### src/sv/assert_macros.svh
// Assertion helpers, clocked on the rising edge and disabled while in reset.
`ifndef ASSERT_MACROS_SVH
`define ASSERT_MACROS_SVH

// Same-cycle implication.
`define ASSERT_IMPL(label, clk, rstn, cond, expr) \
    label: assert property (@(posedge clk) disable iff (!(rstn)) (cond) |-> (expr)) \
        else $error("assertion failed: same-cycle implication");

// Next-cycle implication.
`define ASSERT_NEXT(label, clk, rstn, cond, expr) \
    label: assert property (@(posedge clk) disable iff (!(rstn)) (cond) |=> (expr)) \
        else $error("assertion failed: next-cycle implication");

`endif

### src/sv/iovs_pkg.sv
`default_nettype none

package iovs_pkg;

    localparam int ID_W               = 8;
    localparam int DEFAULT_OPEN_SLOTS = 8;

    localparam int QUEUE_DEPTH = 4;
    localparam int Q_PTR_W     = $clog2(QUEUE_DEPTH);
    localparam int Q_CNT_W     = $clog2(QUEUE_DEPTH + 1);

    localparam logic KIND_START = 1'b0;
    localparam logic KIND_END   = 1'b1;

    localparam logic STATUS_PAIR = 1'b0;
    localparam logic STATUS_FULL = 1'b1;

    typedef struct packed {
        logic            is_end;
        logic [ID_W-1:0] id;
    } cmd_t;

endpackage

`default_nettype wire

### src/sv/iovs_ram.sv
`default_nettype none

module iovs_ram #(
    parameter int WIDTH = 8,
    parameter int DEPTH = 8
) (
    input  wire logic                     aclk,
    input  wire logic                     we,
    input  wire logic [$clog2(DEPTH)-1:0] waddr,
    input  wire logic [WIDTH-1:0]         wdata,
    input  wire logic                     re,
    input  wire logic [$clog2(DEPTH)-1:0] raddr,
    output logic      [WIDTH-1:0]         rdata
);

    logic [WIDTH-1:0] mem [DEPTH];
    logic [WIDTH-1:0] rdata_reg;

    always_ff @(posedge aclk) begin
        if (we) begin
            mem[waddr] <= wdata;
        end
        if (re) begin
            rdata_reg <= mem[raddr];
        end
    end

    assign rdata = rdata_reg;

endmodule

`default_nettype wire

### src/sv/iovs_front.sv
`default_nettype none

module iovs_front
    import iovs_pkg::*;
(
    input  wire logic            aclk,
    input  wire logic            aresetn,
    input  wire logic            s_tvalid,
    output logic                 s_tready,
    input  wire logic [ID_W-1:0] s_tdata,   // [7:0] segment_id
    input  wire logic [0:0]      s_tuser,   // [0] event_kind
    output logic                 cmd_vld,
    input  wire logic            cmd_rdy,
    output cmd_t                 cmd
);

    logic hold_vld_reg;
    logic hold_vld_next;
    cmd_t cmd_reg;
    cmd_t cmd_next;
    logic take;

    assign s_tready = !hold_vld_reg || cmd_rdy;
    assign take     = s_tvalid && s_tready;

    always_comb begin
        hold_vld_next = hold_vld_reg;
        cmd_next      = cmd_reg;
        if (cmd_vld && cmd_rdy) begin
            hold_vld_next = 1'b0;
        end
        if (take) begin
            hold_vld_next   = 1'b1;
            cmd_next.is_end = (s_tuser[0] == KIND_END);
            cmd_next.id     = s_tdata;
        end
    end

    always_ff @(posedge aclk) begin
        if (!aresetn) begin
            hold_vld_reg <= 1'b0;
        end else begin
            hold_vld_reg <= hold_vld_next;
        end
        cmd_reg <= cmd_next;
    end

    assign cmd_vld = hold_vld_reg;
    assign cmd     = cmd_reg;

endmodule

`default_nettype wire

### src/sv/iovs_queue.sv
`default_nettype none

module iovs_queue
    import iovs_pkg::*;
(
    input  wire logic aclk,
    input  wire logic aresetn,
    input  wire logic in_vld,
    output logic      in_rdy,
    input  cmd_t      in_cmd,
    output logic      out_vld,
    input  wire logic out_rdy,
    output cmd_t      out_cmd
);

    cmd_t               entry_reg [QUEUE_DEPTH];
    logic [Q_PTR_W-1:0] wr_ptr_reg, wr_ptr_next;
    logic [Q_PTR_W-1:0] rd_ptr_reg, rd_ptr_next;
    logic [Q_CNT_W-1:0] count_reg, count_next;
    logic               push, pop;

    assign in_rdy  = (count_reg != Q_CNT_W'(QUEUE_DEPTH));
    assign out_vld = (count_reg != '0);
    assign push    = in_vld && in_rdy;
    assign pop     = out_vld && out_rdy;
    assign out_cmd = entry_reg[rd_ptr_reg];

    always_comb begin
        wr_ptr_next = wr_ptr_reg;
        rd_ptr_next = rd_ptr_reg;
        count_next  = count_reg;
        if (push) begin
            wr_ptr_next = (wr_ptr_reg == Q_PTR_W'(QUEUE_DEPTH - 1)) ? '0 : wr_ptr_reg + 1'b1;
        end
        if (pop) begin
            rd_ptr_next = (rd_ptr_reg == Q_PTR_W'(QUEUE_DEPTH - 1)) ? '0 : rd_ptr_reg + 1'b1;
        end
        if (push && !pop) begin
            count_next = count_reg + 1'b1;
        end else if (pop && !push) begin
            count_next = count_reg - 1'b1;
        end
    end

    always_ff @(posedge aclk) begin
        if (!aresetn) begin
            wr_ptr_reg <= '0;
            rd_ptr_reg <= '0;
            count_reg  <= '0;
        end else begin
            wr_ptr_reg <= wr_ptr_next;
            rd_ptr_reg <= rd_ptr_next;
            count_reg  <= count_next;
        end
        if (push) begin
            entry_reg[wr_ptr_reg] <= in_cmd;
        end
    end

endmodule

`default_nettype wire

### src/sv/iovs_engine.sv
`default_nettype none

module iovs_engine
    import iovs_pkg::*;
#(
    parameter int OPEN_SLOTS = DEFAULT_OPEN_SLOTS
) (
    input  wire logic              aclk,
    input  wire logic              aresetn,
    input  wire logic              q_vld,
    output logic                   q_pop,
    input  cmd_t                   q_cmd,
    output logic                   m_tvalid,
    input  wire logic              m_tready,
    output logic [2*ID_W-1:0]      m_tdata,   // [7:0] open_id, [15:8] new_id
    output logic [0:0]             m_tuser,   // [0] status
    output logic                   m_tlast    // last_of_run
);

    localparam int SLOT_W = $clog2(OPEN_SLOTS);

    logic [OPEN_SLOTS-1:0] valid_reg, valid_next;
    logic [OPEN_SLOTS-1:0] pending_reg, pending_next;
    logic [OPEN_SLOTS-1:0] pend_left;
    logic [ID_W-1:0]       cur_id_reg, cur_id_next;
    logic                  cur_end_reg, cur_end_next;
    logic                  d_vld_reg, d_vld_next;
    logic                  d_ovf_reg, d_ovf_next;
    logic                  d_last_reg, d_last_next;
    logic [SLOT_W-1:0]     d_idx_reg, d_idx_next;
    logic                  m_vld_reg, m_vld_next;
    logic [ID_W-1:0]       m_open_reg, m_open_next;
    logic [ID_W-1:0]       m_new_reg, m_new_next;
    logic                  m_status_reg, m_status_next;
    logic                  m_last_reg, m_last_next;

    logic [SLOT_W-1:0] free_idx, rd_idx;
    logic [ID_W-1:0]   ram_rdata;
    logic              busy, dispatch, full, out_free, drain, issue, ram_we;

    always_comb begin
        free_idx = '0;
        for (int i = OPEN_SLOTS - 1; i >= 0; i--) begin
            if (!valid_reg[i]) begin
                free_idx = SLOT_W'(i);
            end
        end
    end

    always_comb begin
        rd_idx = '0;
        for (int i = OPEN_SLOTS - 1; i >= 0; i--) begin
            if (pending_reg[i]) begin
                rd_idx = SLOT_W'(i);
            end
        end
    end

    assign busy      = (|pending_reg) || d_vld_reg;
    assign dispatch  = q_vld && !busy;
    assign q_pop     = !busy;
    assign full      = &valid_reg;
    assign out_free  = !m_vld_reg || m_tready;
    assign drain     = d_vld_reg && (cur_end_reg || out_free);
    assign issue     = (|pending_reg) && (!d_vld_reg || drain);
    assign ram_we    = dispatch && !q_cmd.is_end && !full;
    assign pend_left = pending_reg & ~(OPEN_SLOTS'(1) << rd_idx);

    iovs_ram #(
        .WIDTH (ID_W),
        .DEPTH (OPEN_SLOTS)
    ) u_slot_ram (
        .aclk  (aclk),
        .we    (ram_we),
        .waddr (free_idx),
        .wdata (q_cmd.id),
        .re    (issue),
        .raddr (rd_idx),
        .rdata (ram_rdata)
    );

    always_comb begin
        valid_next    = valid_reg;
        pending_next  = pending_reg;
        cur_id_next   = cur_id_reg;
        cur_end_next  = cur_end_reg;
        d_vld_next    = d_vld_reg;
        d_ovf_next    = d_ovf_reg;
        d_last_next   = d_last_reg;
        d_idx_next    = d_idx_reg;
        m_vld_next    = m_vld_reg;
        m_open_next   = m_open_reg;
        m_new_next    = m_new_reg;
        m_status_next = m_status_reg;
        m_last_next   = m_last_reg;

        if (m_tready) begin
            m_vld_next = 1'b0;
        end

        if (drain) begin
            d_vld_next = 1'b0;
            if (cur_end_reg) begin
                if (ram_rdata == cur_id_reg) begin
                    valid_next[d_idx_reg] = 1'b0;
                end
            end else begin
                m_vld_next    = 1'b1;
                m_open_next   = d_ovf_reg ? '0 : ram_rdata;
                m_new_next    = cur_id_reg;
                m_status_next = d_ovf_reg ? STATUS_FULL : STATUS_PAIR;
                m_last_next   = d_last_reg;
            end
        end

        if (issue) begin
            pending_next = pend_left;
            d_vld_next   = 1'b1;
            d_ovf_next   = 1'b0;
            d_last_next  = ~|pend_left;
            d_idx_next   = rd_idx;
        end

        if (dispatch) begin
            cur_id_next  = q_cmd.id;
            cur_end_next = q_cmd.is_end;
            if (q_cmd.is_end) begin
                pending_next = valid_reg;
            end else if (full) begin
                d_vld_next  = 1'b1;
                d_ovf_next  = 1'b1;
                d_last_next = 1'b1;
            end else begin
                pending_next         = valid_reg;
                valid_next[free_idx] = 1'b1;
            end
        end
    end

    always_ff @(posedge aclk) begin
        if (!aresetn) begin
            valid_reg   <= '0;
            pending_reg <= '0;
            d_vld_reg   <= 1'b0;
            m_vld_reg   <= 1'b0;
        end else begin
            valid_reg   <= valid_next;
            pending_reg <= pending_next;
            d_vld_reg   <= d_vld_next;
            m_vld_reg   <= m_vld_next;
        end
        cur_id_reg   <= cur_id_next;
        cur_end_reg  <= cur_end_next;
        d_ovf_reg    <= d_ovf_next;
        d_last_reg   <= d_last_next;
        d_idx_reg    <= d_idx_next;
        m_open_reg   <= m_open_next;
        m_new_reg    <= m_new_next;
        m_status_reg <= m_status_next;
        m_last_reg   <= m_last_next;
    end

    assign m_tvalid = m_vld_reg;
    assign m_tdata  = {m_new_reg, m_open_reg};
    assign m_tuser  = m_status_reg;
    assign m_tlast  = m_last_reg;

endmodule

`default_nettype wire

### src/sv/interval_overlap_sweep.sv
// Sweep-line overlap finder over endpoint events sorted by coordinate.
// Input beat: s_tuser[0] = event kind (0 start, 1 end), s_tdata = segment id.
// Output beat: m_tdata[7:0] = open id, m_tdata[15:8] = new id,
//   m_tuser[0] = status (0 overlap pair, 1 open set full), m_tlast = last
//   result of the event.
// A start beat yields one pair per open slot in ascending slot order, then
// takes the lowest free slot; with all slots open it yields one full beat
// and is dropped. An end beat frees every slot holding its id, no output.
// Input beats pass a register slice and a 4-entry command queue, so the
// input side keeps taking beats while the engine works, until the queue fills.
// The engine walks the open slots through a slot RAM with registered read,
// one slot per cycle while the output is not stalled. Within an event, the
// output is one beat per cycle while m_tready stays high.
// A low m_tready holds the output register and pauses a start beat's slot walk.
// Reset (aresetn low, synchronous) empties the queue and closes all slots.
`default_nettype none
`include "assert_macros.svh"

module interval_overlap_sweep
    import iovs_pkg::*;
#(
    parameter int OPEN_SLOTS = DEFAULT_OPEN_SLOTS
) (
    input  wire logic              aclk,
    input  wire logic              aresetn,
    input  wire logic              s_tvalid,
    output logic                   s_tready,
    input  wire logic [ID_W-1:0]   s_tdata,   // [7:0] segment_id
    input  wire logic [0:0]        s_tuser,   // [0] event_kind
    output logic                   m_tvalid,
    input  wire logic              m_tready,
    output logic [2*ID_W-1:0]      m_tdata,   // [7:0] open_id, [15:8] new_id
    output logic [0:0]             m_tuser,   // [0] status
    output logic                   m_tlast
);

    cmd_t front_cmd, q_cmd;
    logic front_vld, front_rdy;
    logic q_vld, q_pop;
    logic full_beat;

    iovs_front u_front (
        .aclk     (aclk),
        .aresetn  (aresetn),
        .s_tvalid (s_tvalid),
        .s_tready (s_tready),
        .s_tdata  (s_tdata),
        .s_tuser  (s_tuser),
        .cmd_vld  (front_vld),
        .cmd_rdy  (front_rdy),
        .cmd      (front_cmd)
    );

    iovs_queue u_queue (
        .aclk    (aclk),
        .aresetn (aresetn),
        .in_vld  (front_vld),
        .in_rdy  (front_rdy),
        .in_cmd  (front_cmd),
        .out_vld (q_vld),
        .out_rdy (q_pop),
        .out_cmd (q_cmd)
    );

    iovs_engine #(
        .OPEN_SLOTS (OPEN_SLOTS)
    ) u_engine (
        .aclk     (aclk),
        .aresetn  (aresetn),
        .q_vld    (q_vld),
        .q_pop    (q_pop),
        .q_cmd    (q_cmd),
        .m_tvalid (m_tvalid),
        .m_tready (m_tready),
        .m_tdata  (m_tdata),
        .m_tuser  (m_tuser),
        .m_tlast  (m_tlast)
    );

    assign full_beat = m_tvalid && (m_tuser[0] == STATUS_FULL);

    `ASSERT_IMPL(a_full_is_last, aclk, aresetn, full_beat, m_tlast)
    `ASSERT_IMPL(a_full_no_open, aclk, aresetn, full_beat, m_tdata[ID_W-1:0] == '0)
    `ASSERT_NEXT(a_front_loads, aclk, aresetn, s_tvalid && s_tready, front_vld)

endmodule

`default_nettype wire

### config.mk
export PLATFORM = sky130hd
export DESIGN_NAME = interval_overlap_sweep
export DESIGN_NICKNAME = d
export VERILOG_FILES = /design/src/sv/iovs_pkg.sv /design/src/sv/iovs_ram.sv /design/src/sv/iovs_front.sv /design/src/sv/iovs_queue.sv /design/src/sv/iovs_engine.sv /design/src/sv/interval_overlap_sweep.sv
export VERILOG_INCLUDE_DIRS = /design/src /design/src/sv
export SDC_FILE = /design/constraint.sdc
export NUM_CORES = 1
export LEC_CHECK = 0
export BUFFER_PORTS_ARGS = -buffer_cell sky130_fd_sc_hd__buf_2
export CAP_MARGIN = 5
export CORE_MARGIN = 2
export CORE_UTILIZATION = 35
export CTS_CLUSTER_DIAMETER = 50
export CTS_CLUSTER_SIZE = 30
export DETAILED_ROUTE_END_ITERATION = 6
export HOLD_SLACK_MARGIN = 0.02
export PLACE_DENSITY = 0.51
export SLEW_MARGIN = 10
export SYNTH_ARGS = -nofsm -noshare
export SYNTH_HDL_FRONTEND = slang
export SYNTH_SLANG_ARGS = --single-unit
### constraint.sdc
create_clock -name aclk -period 3.3 [get_ports aclk]
set_input_delay 0.33 -clock aclk [delete_from_list [all_inputs] [get_ports aclk]]
set_output_delay 0.33 -clock aclk [all_outputs]
set_load 0.05 [all_outputs]
==> impl_metrics.yaml, run 1 <==
outcome:
  status: "finished clean"
finish:
  drive_gt1_share_pct: 19.1
  areaGrowthSynthToFinish_pct: 16.0
  stdcell_area_sq_um: 8120
  final_common_cell: "edfxtp_1"
  final_nets: 547
  largest_register_ffs: 64
  final_cell_mix: "147 x edfxtp_1, 36 x nor2_1, 32 x nand2_1, 32 x buf_2, 30 x dfxtp_1"
  diodes: 0
  postLayoutCoreUtil_pct: 41.6
power_and_ir_drop:
  power.density_nw_per_um2: 751
  power.total_w: 0.00610
  leakage_nw: 2.79
  peakVddDrop_v: 0.000389
timing:
  hold_violations: 0
  skew_ns: 0.0296
  relSlewSlack_pct: 31.2
  rsz0062_at_grt: "false"
  slew_violations: 0
  worst_slack_ns: 0.474
  worst_slew_pin_slew_ns: 1.03
  fmax_mhz: 354
  fin_crit_ns: 2.83
  setup_tns_ns: 0
  fin_crit_sh_pct: 85.6
  setup_viol: 0
setup_path:
  criticalPathCategory: "reg -> reg"
  endpoint_kind: "register"
  arrival_ns: 2.94
  crit_fanout: 13
  critPathBufInv: 2
  cpMaxStageDelayCell: "or4_4"
  crit_family: "simple AND/OR/NAND/NOR gates"
  cpPeakStageDelay_ns: 0.63
  cp-start-kind: "register"
  cp_cell_sequence: "or4_4, or4_4, inv_2, nand2_1, nor2_1, nand2_1, nor2_1, buf_4"
  crit_required_ns: 3.42
clock_network:
  clock_latency_ns: 0.44
  cts_buffers: 17
  clock_path_buffers: 2
  cts_tree: "done"
  cts.htree.levels: 4
  clkSinkCount: 177
  cts.clk_slew.worst_paths_ns: 0.07
  hold_buffers: 0
  post-cts-setup-buffer-count: 0
  post_cts_resized: 0
  root_buffer: "clkbuf_16"
drt:
  wl_per_cell_microns: 18.1
  ant_nets: 0
  remaining_drc_errors: 0
  drt_wl_total_mm: 14.5
  drt_iter0_markers: 330
  post_drt_via_cell_ratio: 5.05
  firstDrtPassIters: 5
  num_vias: 4059
yosys:
  syn_inst: 474
  synth_cell_types: 62
  synth-async-reset-ratio_pct: 0
  synth_edf_count: 147
  synth-seq-cells: 177
  yosysSeqAreaShare_pct: 71.6
  synth_warnings: 0
  synth_nets: 494
  syn-cell-area_sq_um: 7000
  synth_flop_cell: "edfxtp_1"
  synth_area_per_cell_sq_um: 14.8
worst_hold_path:
  hp-class: "in -> reg"
floorplanning:
  die-area_sq_um: 21100
  fp.dieH_microns: 145
  fp-row-count: 51
  start_util_pct: 35.9
  core_sq_um: 19500
  die_x_microns: 145
  io_pins: 33
global_routing:
  grt_pass1_wl_mm: 23.1
  grt_max_degree: 22
  grt-ovfl-total: 0
  grt_pass1_vias: 4124
  grt_use_total_pct: 14.3
  antenna_found_initial: 0
placed_design:
  portBuffers: 32
  pre_cts_slack_ns: 0.517
  hpwlAfterDp_mm: 10.3
  dpl-instance-area_sq_um: 7540
  place.gp.congestion: 0.885
run:
  cap_violations: 0
[through the flow]
stage               instances  hold WS (ns)
finish                    804        0.0645
global route              804        0.0561
CTS                       804        0.0586
detailed placement        773         0.446
global placement          773         0.426
floorplan                 474         0.408
[report_power, final]
group	switching [W]	internal, W	leakage [nW]
clock network	0.000864	0.00113	0.282
logic	0.000693	0.000373	0.917
registers	0.000173	0.00287	1.59
[routing by layer]
layer / track usage, % / vias to the layer above / part of all wire [%]
met2: 23.3 / 142 / 48
li1: - / 1923 / -
met3: 3.39 / 17 / 5.4
met1: 18.8 / 1977 / 45
met5: 0 / - / 0
met4: 5.39 / 0 / 1.8
[layout make-up]
class	instances	area, sq um
clock inverters	13	153
inverters	21	78.8
well taps	265	332
flip-flops and latches	177	5010
multi-input cells	262	1830
clock buffers	18	429
repair buffers	48	280
fillers	1840	11400
[worst reg2reg max path: cells and delay by family, from the launching register on]
kind                   cells  cell delay, ns
AND/OR/NAND/NOR            6            1.66
buffers and inverters      2            0.46
flip-flops                 1            0.40
[worst paths after layout]
kind                                start                       endpoint  slack [ns]  cells after the start
setup reg to reg  u_engine.pending_reg[1]  u_engine.u_slot_ram.mem[6][6]        0.47                      8
hold / removal                 s_tdata[7]                 u_front.cmd[7]        0.06                      1
hold reg to reg       u_engine.d_last_reg               u_engine.m_tlast        0.45                      0
setup / recovery  u_engine.pending_reg[1]  u_engine.u_slot_ram.mem[6][6]        0.47                      8
[Yosys cell counts (2+ instances only)]
master | number | share of area (%)
buf_6 | 2 | 0.32
a221o_1 | 3 | 0.43
a32o_1 | 2 | 0.29
nor2b_1 | 16 | 1.4
ha_1 | 6 | 1.1
dfxtp_1 | 30 | 8.6
nand3_1 | 12 | 0.86
o21ai_0 | 14 | 1.0
or3_1 | 2 | 0.18
clkbuf_1 | 10 | 0.54
a22oi_1 | 4 | 0.43
nand2b_1 | 4 | 0.36
nor2_1 | 36 | 1.9
and2_1 | 5 | 0.45
o311ai_0 | 2 | 0.25
or4_4 | 2 | 0.32
edfxtp_1 | 147 | 63
a21boi_0 | 4 | 0.43
inv_1 | 19 | 1.0
nand2_1 | 32 | 1.7
mux2i_1 | 7 | 1.0
mux4_2 | 9 | 2.9
nor3_1 | 10 | 0.71
mux2_2 | 7 | 1.1
a221oi_1 | 13 | 1.6
o21a_1 | 3 | 0.32
xor2_1 | 2 | 0.25
xnor2_1 | 8 | 1.0
o31ai_1 | 5 | 0.54
a41oi_1 | 3 | 0.38
a32oi_1 | 2 | 0.25
a21oi_1 | 23 | 1.6
[logic make-up after synthesis]
| kind of cell | share of synthesized area (%) |
|---|---|
| AO/OA/AOI/OAI | 9.38 |
| XOR/XNOR | 1.25 |
| adder cells (fa/ha/maj) | 1.36 |
| buffers and inverters | 2.16 |
| flip-flops | 71.6 |
| multiplexers | 5.02 |
| AND/OR/NAND/NOR | 9.19 |
Note: power is estimated with default switching activity, not from simulation.
==> run 2: changes to the inputs <==
--- a/config.mk
+++ b/config.mk
@@ -10,11 +10,13 @@
 export CAP_MARGIN = 5
 export CORE_MARGIN = 2
 export CORE_UTILIZATION = 35
+export CTS_BUF_LIST = sky130_fd_sc_hd__clkbuf_4 sky130_fd_sc_hd__clkbuf_8 sky130_fd_sc_hd__clkbuf_16
 export CTS_CLUSTER_DIAMETER = 50
 export CTS_CLUSTER_SIZE = 30
 export DETAILED_ROUTE_END_ITERATION = 6
 export HOLD_SLACK_MARGIN = 0.02
 export PLACE_DENSITY = 0.51
+export RECOVER_POWER = 25
 export SLEW_MARGIN = 10
 export SYNTH_ARGS = -nofsm -noshare
 export SYNTH_HDL_FRONTEND = slang
==> run 2 against run 1 <==
  * Maximum frequency about the same
  * Via count about the same
  * Sequential power hardly changed
  * Clock skew is 0.015 ns lower
  * Die area unchanged
  * First-iteration DRC count is 9.7% lower
  * Flip-flop and latch count unchanged
  * Non-clock buffer count stayed put
  * Routed wire length increased by 0.17%
  * Combinational power is essentially flat
  * Design area fell by 0.29%
  * Critical endpoint unchanged
  * Highest routed layer unchanged
==> impl_metrics.yaml, run 2 (synthesis gave the netlist of run 1 again) <==
setup_path:
  critPathBufInv: 2
  arrival_ns: 2.95
  criticalPathCategory: "reg -> reg"
  cp-start-kind: "register"
  crit_fanout: 13
  worstRegToRegCells: 8
  timing.rr.end: "u_engine.u_slot_ram.mem[6][6]"
  r2r-start: "u_engine.pending_reg[1]"
  cpPeakStageDelay_ns: 0.63
  crit_family: "simple AND/OR/NAND/NOR gates"
  cp_cell_sequence: "or4_4, or4_4, inv_2, nand2_1, nor2_1, nand2_1, nor2_1, buf_4"
  cpMaxStageDelayCell: "or4_4"
  r2r_slack_ns: 0.47
  crit_required_ns: 3.43
  endpoint_kind: "register"
clock_network:
  post_cts_resized: 0
  post-cts-setup-buffer-count: 0
  root_buffer: "clkbuf_16"
  clkSinkCount: 177
  cts_buffers: 17
  hold_buffers: 0
  clock_latency_ns: 0.43
  cts.htree.levels: 4
  cts.clk_slew.worst_paths_ns: 0.07
  clock_path_buffers: 2
  cts_tree: "done"
placed_design:
  hpwlAfterDp_mm: 10.3
  place.gp.congestion: 0.885
  portBuffers: 32
  dpl-instance-area_sq_um: 7540
drt:
  post_drt_via_cell_ratio: 5.05
  drt_wl_total_mm: 14.6
  drt_iter0_markers: 298
  firstDrtPassIters: 5
  remaining_drc_errors: 0
  ant_nets: 0
  num_vias: 4057
  wl_per_cell_microns: 18.1
floorplanning:
  die_x_microns: 145
  start_util_pct: 35.9
  io_pins: 33
  core_sq_um: 19500
  fp.dieH_microns: 145
  fp-row-count: 51
  die-area_sq_um: 21100
timing:
  hold_violations: 0
  setup_tns_ns: 0
  fin_crit_sh_pct: 85.6
  fin_crit_ns: 2.83
  fmax_mhz: 354
  setup_viol: 0
  relSlewSlack_pct: 31.2
  skew_ns: 0.0148
  slew_violations: 0
  rsz0062_at_grt: "false"
  worst_slew_pin_slew_ns: 1.03
run:
  cap_violations: 0
power_and_ir_drop:
  clock_power_share_pct: 32.8
  p_sw_w: 0.00173
  power.density_nw_per_um2: 754
  p_int_w: 0.00437
  power.total_w: 0.00611
  leakage_nw: 2.73
  peakVddDrop_v: 0.000388
  seqPwrFrac_pct: 49.8
  switching_share_pct: 28.4
  combPwrFrac_pct: 17.4
finish:
  areaGrowthSynthToFinish_pct: 15.7
  final_cell_mix: "147 x edfxtp_1, 36 x nor2_1, 32 x nand2_1"
  diodes: 0
  postLayoutCoreUtil_pct: 41.5
  fillCellCount: 1848
  largest_register_ffs: 64
  drive_gt1_share_pct: 15.6
  final_nets: 547
  final_common_cell: "edfxtp_1"
  stdcell_area_sq_um: 8100
global_routing:
  antenna_found_initial: 0
  grt_max_degree: 22
  grt_pass1_vias: 4128
  grt_use_total_pct: 14.3
  grt_pass1_wl_mm: 23.1
  grt-ovfl-total: 0
worst_hold_path:
  hold_depth: 1
  min_from: "s_tdata[7]"
  holdPathEnd: "u_front.cmd[7]"
  hp-class: "in -> reg"
outcome:
  status: "finished clean"
run 2: cell count changes in the layout (fill, tap and decap cells not counted), sizes merged:
cell / previous run / this run
buf: 48 / 28
clkbuf: 18 / 38
run 2: worst register-to-register path: stages (launching register included):
cell     delay (ns)
dfxtp_1        0.40
or4_4          0.58
or4_4          0.63
inv_2          0.29
nand2_1        0.14
nor2_1         0.13
nand2_1        0.08
nor2_1         0.10
buf_4          0.18
run 2: power by group through the flow:
stage / sequential, W / combinational (W) / clock (W)
after floorplan: 0.00304 / 0.000745 / 0
after global placement: 0.00308 / 0.00106 / 0
after detailed placement: 0.00309 / 0.00108 / 0
after CTS: 0.00305 / 0.00109 / 0.00204
after global routing: 0.00308 / 0.00119 / 0.00214
final: 0.00304 / 0.00106 / 0.00200
run 2: how the worst max path moves through the flow:
stage | to | slack [ns] | from | depth (start not counted)
CTS | u_engine.u_slot_ram.mem[6][7] | 0.49 | u_engine.pending_reg[1] | 8
detailed placement | u_engine.u_slot_ram.mem[6][7] | 0.52 | u_engine.pending_reg[5] | 8
floorplan | u_engine.u_slot_ram.mem[7][0] | 0.49 | u_engine.pending_reg[0] | 9
global placement | u_engine.u_slot_ram.mem[6][0] | 0.56 | u_engine.pending_reg[1] | 8
global route | u_engine.u_slot_ram.mem[6][7] | 0.32 | u_engine.pending_reg[1] | 8
finish | u_engine.u_slot_ram.mem[6][6] | 0.47 | u_engine.pending_reg[1] | 8
run 2: metrics by stage:
stage | cells | worst slack (ns) | hold slack (ns)
2_1_floorplan | 474 | 0.492 | 0.408
3_3_place_gp | 773 | 0.562 | 0.426
3_5_place_dp | 773 | 0.517 | 0.446
4_1_cts | 804 | 0.494 | 0.0592
5_1_grt | 804 | 0.317 | 0.0574
6_report | 804 | 0.475 | 0.0732
run 2: metal layers:
metal / routed length [microns] / part of all wire (%) / GRT usage (%)
met5: 0 / 0 / 0
met4: 270 / 1.9 / 5.25
met3: 842 / 5.8 / 3.39
met2: 6920 / 48 / 23.3
met1: 6520 / 45 / 18.8
run 2: final cells by class:
cell class	instances	area (sq um)	area share, %
clock buffers	18	433	5.35
clock inverters	13	153	1.89
inverters	21	78.8	0.973
multi-input cells	262	1830	22.7
flip-flops and latches	177	5010	61.9
well taps	265	332	4.09
repair buffers	48	253	3.12
